===== src/mpwc_pkg.sv =====
// Shared types and constants for the multichannel pulse-width capture block.
// Used by every module in src; depends on nothing.
package mpwc_pkg;

  localparam int CHANNELS_DEF = 6;
  localparam int PERIOD_DEF   = 20000;
  localparam int QUEUE_DEPTH  = 2;

  localparam int CH_FIELD_W  = 3;
  localparam int COUNT_W     = 16;
  localparam int S_TDATA_W   = 24;
  localparam int M_TDATA_W   = 24;

  // Input word kind, carried on s_tuser
  localparam logic CMD_WRAP    = 1'b0;
  localparam logic CMD_CAPTURE = 1'b1;

  // Finished measurement handed from the front to the back
  typedef struct packed {
    logic [CH_FIELD_W-1:0] channel;
    logic [COUNT_W-1:0]    stop_count;
    logic [COUNT_W-1:0]    start_count;
    logic                  wrapped;
  } mpwc_job_t;

  // Push side of the job queue
  typedef struct packed {
    logic      valid;
    mpwc_job_t job;
  } mpwc_push_t;

  // Pop side of the job queue
  typedef struct packed {
    logic      valid;
    mpwc_job_t job;
  } mpwc_head_t;

endpackage


===== src/mpwc_front.sv =====
// Front part: accepts input words, keeps per-channel measuring state and
// classifies each word. Depends on mpwc_pkg.
module mpwc_front #(
  parameter int CHANNELS = mpwc_pkg::CHANNELS_DEF
) (
  input  logic                             clk,
  input  logic                             rst,
  input  logic                             accept,
  input  logic                             command,
  input  logic [mpwc_pkg::CH_FIELD_W-1:0]  channel,
  input  logic [mpwc_pkg::COUNT_W-1:0]     counter_value,
  output mpwc_pkg::mpwc_push_t             push
);
  import mpwc_pkg::*;

  logic [CHANNELS-1:0] measuring;
  logic [CHANNELS-1:0] wrapped;
  logic [COUNT_W-1:0]  start_count [CHANNELS];

  logic [CHANNELS-1:0] hit;
  logic                sel_meas;
  logic                sel_wrap;
  logic [COUNT_W-1:0]  sel_start;
  logic                is_capture;

  assign is_capture = (command == CMD_CAPTURE);

  // Decode the channel; out-of-range channels hit nothing
  always_comb begin
    for (int k = 0; k < CHANNELS; k++) begin
      hit[k] = ({2'b00, channel} == 5'(k));
    end
  end

  always_comb begin
    sel_meas  = 1'b0;
    sel_wrap  = 1'b0;
    sel_start = '0;
    for (int k = 0; k < CHANNELS; k++) begin
      if (hit[k]) begin
        sel_meas  = measuring[k];
        sel_wrap  = wrapped[k];
        sel_start = start_count[k];
      end
    end
  end

  // A capture on a channel that is already measuring completes a pulse
  always_comb begin
    push.valid           = accept && is_capture && (|hit) && sel_meas;
    push.job.channel     = channel;
    push.job.stop_count  = counter_value;
    push.job.start_count = sel_start;
    push.job.wrapped     = sel_wrap;
  end

  always_ff @(posedge clk) begin
    if (rst) begin
      measuring <= '0;
      wrapped   <= '0;
    end else if (accept) begin
      if (!is_capture) begin
        // Mark every running measurement; a second wrap changes nothing
        wrapped <= wrapped | measuring;
      end else begin
        for (int k = 0; k < CHANNELS; k++) begin
          if (hit[k]) begin
            measuring[k] <= !measuring[k];
            wrapped[k]   <= 1'b0;
          end
        end
      end
    end
  end

  always_ff @(posedge clk) begin
    if (accept && is_capture) begin
      for (int k = 0; k < CHANNELS; k++) begin
        if (hit[k] && !measuring[k]) begin
          start_count[k] <= counter_value;
        end
      end
    end
  end

endmodule


===== src/mpwc_queue.sv =====
// Short job queue between the front and the back.
// Depends on mpwc_pkg.
module mpwc_queue (
  input  logic                 clk,
  input  logic                 rst,
  input  mpwc_pkg::mpwc_push_t push,
  input  logic                 pop,
  output mpwc_pkg::mpwc_head_t head,
  output logic                 full
);
  import mpwc_pkg::*;

  localparam int PTR_W = (QUEUE_DEPTH > 1) ? $clog2(QUEUE_DEPTH) : 1;
  localparam int CNT_W = $clog2(QUEUE_DEPTH + 1);

  mpwc_job_t          slots [QUEUE_DEPTH];
  logic [PTR_W-1:0]   wr_ptr;
  logic [PTR_W-1:0]   rd_ptr;
  logic [CNT_W-1:0]   count;
  logic               do_pop;

  assign full       = (count == CNT_W'(QUEUE_DEPTH));
  assign head.valid = (count != '0);
  assign head.job   = slots[rd_ptr];
  assign do_pop     = pop && head.valid;

  function automatic logic [PTR_W-1:0] ptr_inc(input logic [PTR_W-1:0] p);
    ptr_inc = (p == PTR_W'(QUEUE_DEPTH - 1)) ? '0 : p + 1'b1;
  endfunction

  always_ff @(posedge clk) begin
    if (rst) begin
      wr_ptr <= '0;
      rd_ptr <= '0;
      count  <= '0;
    end else begin
      if (push.valid) begin
        wr_ptr <= ptr_inc(wr_ptr);
      end
      if (do_pop) begin
        rd_ptr <= ptr_inc(rd_ptr);
      end
      case ({push.valid, do_pop})
        2'b10:   count <= count + 1'b1;
        2'b01:   count <= count - 1'b1;
        default: count <= count;
      endcase
    end
  end

  always_ff @(posedge clk) begin
    if (push.valid) begin
      slots[wr_ptr] <= push.job;
    end
  end

endmodule


===== src/mpwc_back.sv =====
// Back part: computes the pulse width of a queued job and holds it in the
// output register until taken. Depends on mpwc_pkg.
module mpwc_back #(
  parameter int PERIOD = mpwc_pkg::PERIOD_DEF
) (
  input  logic                             clk,
  input  logic                             rst,
  input  mpwc_pkg::mpwc_head_t             head,
  output logic                             pop,
  output logic                             out_valid,
  input  logic                             out_ready,
  output logic [mpwc_pkg::CH_FIELD_W-1:0]  result_channel,
  output logic [mpwc_pkg::COUNT_W-1:0]     pulse_width
);
  import mpwc_pkg::*;

  // A full period of 65536 vanishes modulo 2^16
  localparam logic [COUNT_W-1:0] PERIOD_MOD = COUNT_W'(PERIOD % 65536);

  logic [COUNT_W-1:0] width_next;

  assign pop = head.valid && (!out_valid || out_ready);

  assign width_next = head.job.stop_count
                    + (head.job.wrapped ? PERIOD_MOD : '0)
                    - head.job.start_count;

  always_ff @(posedge clk) begin
    if (rst) begin
      out_valid <= 1'b0;
    end else if (pop) begin
      out_valid <= 1'b1;
    end else if (out_ready) begin
      out_valid <= 1'b0;
    end
  end

  always_ff @(posedge clk) begin
    if (pop) begin
      result_channel <= head.job.channel;
      pulse_width    <= width_next;
    end
  end

endmodule


===== src/multichannel_pulse_width_capture.sv =====
// Top level of the multichannel pulse-width capture block: front, job queue
// and back. Depends on mpwc_pkg, mpwc_front, mpwc_queue and mpwc_back.
//
//   Group   Dir  Signals                       Payload
//   s_*     in   s_tvalid s_tready s_tdata     tdata: channel, counter_value
//                s_tuser                       tuser: command
//   m_*     out  m_tvalid m_tready m_tdata     tdata: result_channel, pulse_width
//
// One word is taken per cycle while s_tready is high; a completed pulse passes
// through the queue stage and the output register before it reaches m_tdata.
// s_tready drops only while the two-entry job queue is full, which needs a
// stall on m_tready. rst is synchronous and active high: it returns every
// channel to idle and empties the queue and output register. No clearing
// pass is needed after reset.
module multichannel_pulse_width_capture #(
  parameter int CHANNELS = mpwc_pkg::CHANNELS_DEF,
  parameter int PERIOD   = mpwc_pkg::PERIOD_DEF
) (
  input  logic                             clk,
  input  logic                             rst,
  input  logic                             s_tvalid,
  output logic                             s_tready,
  input  logic [mpwc_pkg::S_TDATA_W-1:0]   s_tdata,   // [2:0] channel, [18:3] counter_value
  input  logic                             s_tuser,   // [0] command (0 wrap, 1 capture)
  output logic                             m_tvalid,
  input  logic                             m_tready,
  output logic [mpwc_pkg::M_TDATA_W-1:0]   m_tdata    // [2:0] result_channel, [18:3] pulse_width
);
  import mpwc_pkg::*;

  mpwc_push_t              push;
  mpwc_head_t              head;
  logic                    q_full;
  logic                    pop;
  logic                    accept;
  logic [CH_FIELD_W-1:0]   result_channel;
  logic [COUNT_W-1:0]      pulse_width;

  // Hold input while the queue cannot take a finished pulse
  assign s_tready = !q_full;
  assign accept   = s_tvalid && s_tready;

  mpwc_front #(
    .CHANNELS (CHANNELS)
  ) u_front (
    .clk           (clk),
    .rst           (rst),
    .accept        (accept),
    .command       (s_tuser),
    .channel       (s_tdata[CH_FIELD_W-1:0]),
    .counter_value (s_tdata[CH_FIELD_W+COUNT_W-1:CH_FIELD_W]),
    .push          (push)
  );

  mpwc_queue u_queue (
    .clk  (clk),
    .rst  (rst),
    .push (push),
    .pop  (pop),
    .head (head),
    .full (q_full)
  );

  mpwc_back #(
    .PERIOD (PERIOD)
  ) u_back (
    .clk            (clk),
    .rst            (rst),
    .head           (head),
    .pop            (pop),
    .out_valid      (m_tvalid),
    .out_ready      (m_tready),
    .result_channel (result_channel),
    .pulse_width    (pulse_width)
  );

  // Pack the result word; pad upper bits with zeros
  assign m_tdata = {(M_TDATA_W - CH_FIELD_W - COUNT_W)'(0), pulse_width, result_channel};

endmodule

===== config.mk =====
export PLATFORM = sky130hd
export DESIGN_NAME = multichannel_pulse_width_capture
export DESIGN_NICKNAME = d
export VERILOG_FILES = /design/src/mpwc_pkg.sv /design/src/mpwc_front.sv /design/src/mpwc_queue.sv /design/src/mpwc_back.sv /design/src/multichannel_pulse_width_capture.sv
export SDC_FILE = /design/constraint.sdc
export NUM_CORES = 1
export LEC_CHECK = 0
export ABC_AREA = 1
export BUFFER_PORTS_ARGS = -buffer_cell sky130_fd_sc_hd__buf_2
export CAP_MARGIN = 20
export CORE_UTILIZATION = 50
export CTS_BUF_LIST = sky130_fd_sc_hd__clkbuf_16
export CTS_CLUSTER_DIAMETER = 50
export DETAILED_ROUTE_END_ITERATION = 12
export PLACE_DENSITY = 0.65
export SLEW_MARGIN = 20
export SYNTH_ARGS = -nofsm -noshare
export SYNTH_HDL_FRONTEND = slang
export SYNTH_SLANG_ARGS = --single-unit

===== constraint.sdc =====
create_clock -name clk -period 5.05 [get_ports clk]
set_input_delay 0.7575 -clock clk [delete_from_list [all_inputs] [get_ports clk]]
set_output_delay 0.7575 -clock clk [all_outputs]
set_load 0.02 [all_outputs]

# Yosys cells after proc, flatten, opt, wreduce, memory -nomap -nowiden
# Memories as Yosys holds them, arrays and structs flattened. A register that Yosys moved wholly into a read port is not among the register bits.
# Index checks and enable logic that the tools add are counted.
# totals
reg_bits	36
latchBits	0
ramBits	168
mem_bits_ro	0
input_bits	29
word_cells	152
n_memories	2
# memory_table
name	words	word_bits	rd	rd_ports_with_merged_regs	wr	line	rtl
u_front.start_count	6	16	6	0	1	mpwc_front.sv:18	logic [COUNT_W-1:0] start_count [CHANNELS];
u_queue.slots	2	36	1	1	1	mpwc_queue.sv:16	mpwc_job_t slots [QUEUE_DEPTH];
# op_classes
addsub	6
n_mul	0
div	0
n_lt_le_gt_ge	0
eq_ne	14
shifts	0
muxes	68
bitwise	1
reduce_logical	43
# ops
operator	n
$mux 16	11
$reduce_or 16->1	5
$mux 1	49
$reduce_and 3->1	6
$add 16x16->16	1
$sub 16x16->16	1
$mux 15	1
$mux 3	5
$logic_and 1x1->1	12
$ne 2x1->1 const B	6
$reduce_and 2->1	6
$logic_not 1->1	8
$eq 3x2->1 const B	2
$eq 3x3->1 const B	2
$mux 6	1
$or 6x6->6	1
$reduce_bool 2->1	3
$reduce_or 6->1	1
$eq 2x2->1 const B	2
$pmux 2 s2	1
$eq 3x1->1 const B	1
$logic_not 3->1	1
$add 1x1->1 const B	2
$add 2x1->2 const B	1
3 further kinds	3

# Depth between registers and ports, before layout
# logic_depth
depth_word	12
mapped_depth	15

# Modules after synthesis
# Synthesis repeated with hierarchy kept, for this count alone.
# hier_totals
cells_unflattened	784
area_unflattened_um2	9372.7
# by_module_without_submodules
module	n_inst	cells_each	area_each_um2	seq_area_each_um2
mpwc_front	1	402	4525.6	3123.0
mpwc_queue	1	149	2987.9	2262.2
mpwc_back	1	224	1804.2	590.6
multichannel_pulse_width_capture	1	9	55.1	0.0

# Least setup slack after synthesis
# Ideal clock, no wire load.
# synth_path
kind	input -> register
from	in s_tdata[1] (netlist name)
to	mem u_queue.slots[0][0] (netlist name), enable pin
setup_ns	0.429
arrival_ns	2.827
t_required_ns	4.621
path_slack_ns	1.794
cell_stages	7
n_path_buf	0
path_cell_list	nor2_1 > inv_1 > nor2_1 > a21oi_1 > nand2_1 > nand2_1 > nor2_1
# synth_via
elab_chain_cells	10
word_cells_on_any_way	17
cone_classes	eq/ne (5); mux (8); reduce/logical (4)
# synth_lines
element	line	rtl
from (decl)	multichannel_pulse_width_capture.sv:23	input logic [mpwc_pkg::S_TDATA_W-1:0] s_tdata,
$logic_not 3->1	mpwc_front.sv:31	hit[k] = ({2'b00, channel} == 5'(k));
$mux 1 (6 in a row)	mpwc_front.sv:40	if (hit[k]) begin
$logic_and 1x1->1 (*)	mpwc_front.sv:50	push.valid = accept && is_capture && (|hit) && sel_meas;
$mux 1 (*)	mpwc_queue.sv:52	if (push.valid) begin
$mux 1 (implied by the code) (*)	mpwc_queue.sv:53	slots[wr_ptr] <= push.job;
to (decl)	mpwc_queue.sv:16	
# Every way passes the cells marked *; elsewhere a longest branch is shown, timed or not.

==> metrics.md <==
| Metric | Value |
|---|---|
| Number of max-cap violations | `0` |
| DP Area | `9080 um2` |
| Main synth FF type | `edfxtp_1` |
| Max_slew headroom | `48.2%` |
| Tcrit/Tclk final | `66.3%` |
| GP Congestion | `0.828` |
| Final setup skew | `0.0104 ns` |
| Final Routed Wirelength | `15,600 um` |
| Commonest non-fill, non-tap cells in the layout | `187 x edfxtp_1, 160 x nand2_1, 53 x inv_1` |
| Initial antenna violation count | `0` |
| CTS max path bufs | `3` |
| WL per Instance | `16.2 um` |
| Fill cell count | `1,366` |
| Setup TNS | `0 ns` |
| Number of routed nets with antenna violations | `0` |
| Drt pass-1 iters | `5` |
| Commonest non-fill, non-tap cell in the layout | `edfxtp_1` |
| Finished Core Util | `58.2%` |
| Die area | `17,800 um2` |
| Clock slew at reported path FFs | `0.06 ns` |
| Vias per inst | `5.24` |
| Starting density of the core | `51.7%` |
| Power per cell area | `509 nW/um2` |
| Gr ovfl total | `0` |
| Synth-to-Final Area Change | `12.6%` |
| CTS Buf Count | `21` |
| Dpl ws | `1.66 ns` |
| Crit-path slowest cell | `dfxtp_2` |
| # rows | `47` |
| Status | `completed` |
| Nets | `792` |
| Mapped cell area | `8640 um2` |
| RSZ-0062 raised after global routing | `no` |
| Tot GR Track Use | `18.3%` |
| Flops & latches, synth | `205` |
| DRC viols | `0` |
| CP startpoint kind | `register` |
| Post-CTS Resized | `0` |
| Minimum clock period after layout | `3.35 ns` |
| Hpwl dp | `10,400 um` |
| Port buffer count | `44` |
| Cells after Synth | `674` |
| Worst path arrival time | `3.58 ns` |
| Yosys cell types | `36` |
| Core Area | `16,700 um2` |
| Setup bufs post-CTS | `0` |
| Endpoints failing setup | `0` |
| Final worst slack | `1.70 ns` |
| Cts hold-fix bufs | `0` |
| Clk sink count | `205` |
| Crit path capture type | `register` |
| Most used cell, CP | `nand2_1` |
| Leakage | `3.69 nW` |
| I/O pins | `55` |
| Total number of vias | `5,058` |
| Max Clk Rate | `299 MHz` |
| Slew Viols, Final | `0` |
| Global-route wire length before repair | `24,900 um` |
| Footprint of the multi-input gates | `2340 um2` |
| Worst stage delay on the critical path | `0.53 ns` |
| Worst vdd ir | `0.000291 V` |
| Clock root buffer | `clkbuf_16` |
| Flop-to-flop setup slack | `1.70 ns` |
| Yosys warnings | `0` |
| DR iter-0 viols | `379` |
| Die height | `133 um` |
| Worst path required time | `5.29 ns` |
| Diodes inserted | `0` |
| Slew @ Worst Pin | `0.776 ns` |
| Finished Cell Area | `9720 um2` |
| Seq. cell area | `5980 um2` |
| Pin count of the biggest net entering global routing | `37` |
| Number of flops mapped to enable cells by yosys | `187` |
| Die X-Extent | `133 um` |
| Vias in the first global route | `4,905` |
| Clk_lat worst skew | `0.49 ns` |
| Post-synthesis async set-or-reset flop share | `0%` |
| Mean Syn Cell Area | `12.8 um2` |
| Post-synthesis sequential area ratio | `69.2%` |
| H-tree levels | `1` |
| WP buf/inv | `3` |
| CP cell instances | `buf_4 > mux2_2 > fa_1 > inv_1 > ha_1 > nand2_1 > inv_1 > a21oi_1 > nor2_1 > nor2_1 > nand2_1 > nand2_1 > nand2_1` |
| Crit path kind | `reg -> reg` |
| Hold Fails Final Rpt | `0` |
| Worst hold path type | `reg -> reg` |
| Critical path's top delay family | `adder cells` |
| Layout cell share with drive strength beyond 1 | `15.7%` |
| Max FO, Critical Path | `25` |
| TritonCTS clock tree | `built` |
==> state kept, by name (all words and copies together), names as in the netlist, named ones only <==
| signal | count |
|---|---|
| u_front.wrapped | 6 |
| u_queue.slots | 72 |
| u_queue.count | 2 |
| u_queue.wr_ptr | 1 |
| u_front.start_count | 96 |
| u_back.out_valid | 1 |
| u_back.pulse_width | 16 |
| u_queue.rd_ptr | 1 |
| u_back.result_channel | 3 |
| u_front.measuring | 6 |
==> worst reg2reg max path, cell delays in order, from the launching register on <==
cell and delay, ns:
dfxtp_2 0.53, buf_4 0.42, mux2_2 0.41, fa_1 0.50
inv_1 0.05, ha_1 0.36, nand2_1 0.13, inv_1 0.07
a21oi_1 0.21, nor2_1 0.06, nor2_1 0.18, nand2_1 0.08
nand2_1 0.06, nand2_1 0.05
==> per-layer routing <==
metal	vias to the layer above	routed length, um	share of wire, %	global-route usage, %
met5	-	0	0	0
met2	131	7490	48	30.0
met1	2434	6990	45	24.9
met4	0	244	1.6	5.74
met3	18	891	5.7	3.42
li1	2475	-	-	-
==> synth_stat cells, types with 2 or more instances <==
master / n / area, um2
fa_1: 6 / 120
o21bai_1: 6 / 45.0
nor3_1: 2 / 10.0
nand4_1: 20 / 125
a21oi_1: 46 / 230
nand2_2: 2 / 12.5
buf_4: 8 / 60.1
mux2_2: 18 / 203
nor2_1: 25 / 93.8
clkbuf_1: 2 / 7.51
buf_6: 2 / 22.5
dfxtp_1: 18 / 360
xnor2_1: 3 / 26.3
edfxtp_1: 187 / 5620
inv_1: 50 / 188
mux2i_1: 15 / 150
nand2_1: 160 / 601
ha_1: 25 / 313
nor3_2: 3 / 30.0
nand3_1: 24 / 120
xor2_1: 7 / 61.3
buf_2: 10 / 50.1
inv_2: 4 / 15.0
o21ai_1: 2 / 10.0
o21ai_0: 17 / 85.1
o21a_1: 2 / 15.0
==> logic make-up (layout without fill, tap and decap cells) <==
family,after synthesis,after routing,share of synthesized area [%]
AOI/OAI and AO/OA,76,76,4.74
xor gates and xnor gates,10,10,1.01
adders and majority gates,31,31,5.01
buffers and inverters,78,146,4.07
DFF,205,205,69.2
muxes,33,33,4.09
other,1,5,0.0434
and+or+nand+nor,240,240,11.9
==> final timing paths <==
check / start / to / cells past startpoint
worst max-delay path: register / u_back.pulse_width[15]$_DFFE_PP_ / 13
worst max register to register: register / u_back.pulse_width[15]$_DFFE_PP_ / 13
worst min-delay path: u_front.measuring[5]$_SDFFE_PP0P_ / u_front.measuring[5]$_SDFFE_PP0P_ / 2
worst min register to register: u_front.measuring[5]$_SDFFE_PP0P_ / u_front.measuring[5]$_SDFFE_PP0P_ / 2
==> layout make-up <==
class | instances | share of cell area, %
multi-input cells | 395 | 24.0
repair buffers | 53 | 3.09
clock buffers | 22 | 5.66
inverters | 56 | 2.17
clock inverters | 15 | 0.759
well taps | 220 | 2.83
flip-flops and latches | 205 | 61.5
==> per-stage QoR <==
stage               power (mW)  hold WS [ns]  cells
floorplan                 3.24         0.426    678
global placement          3.56         0.429    928
detailed placement        3.60         0.457    928
CTS                       5.00         0.463    965
global route              5.26         0.502    966
finish                    4.95         0.469    966
==> power breakdown <==
part	internal, mW	switching, mW
logic	0.538	0.903
registers	2.07	0.0502
clock network	0.789	0.598
Note: power is estimated with default switching activity, not from simulation.
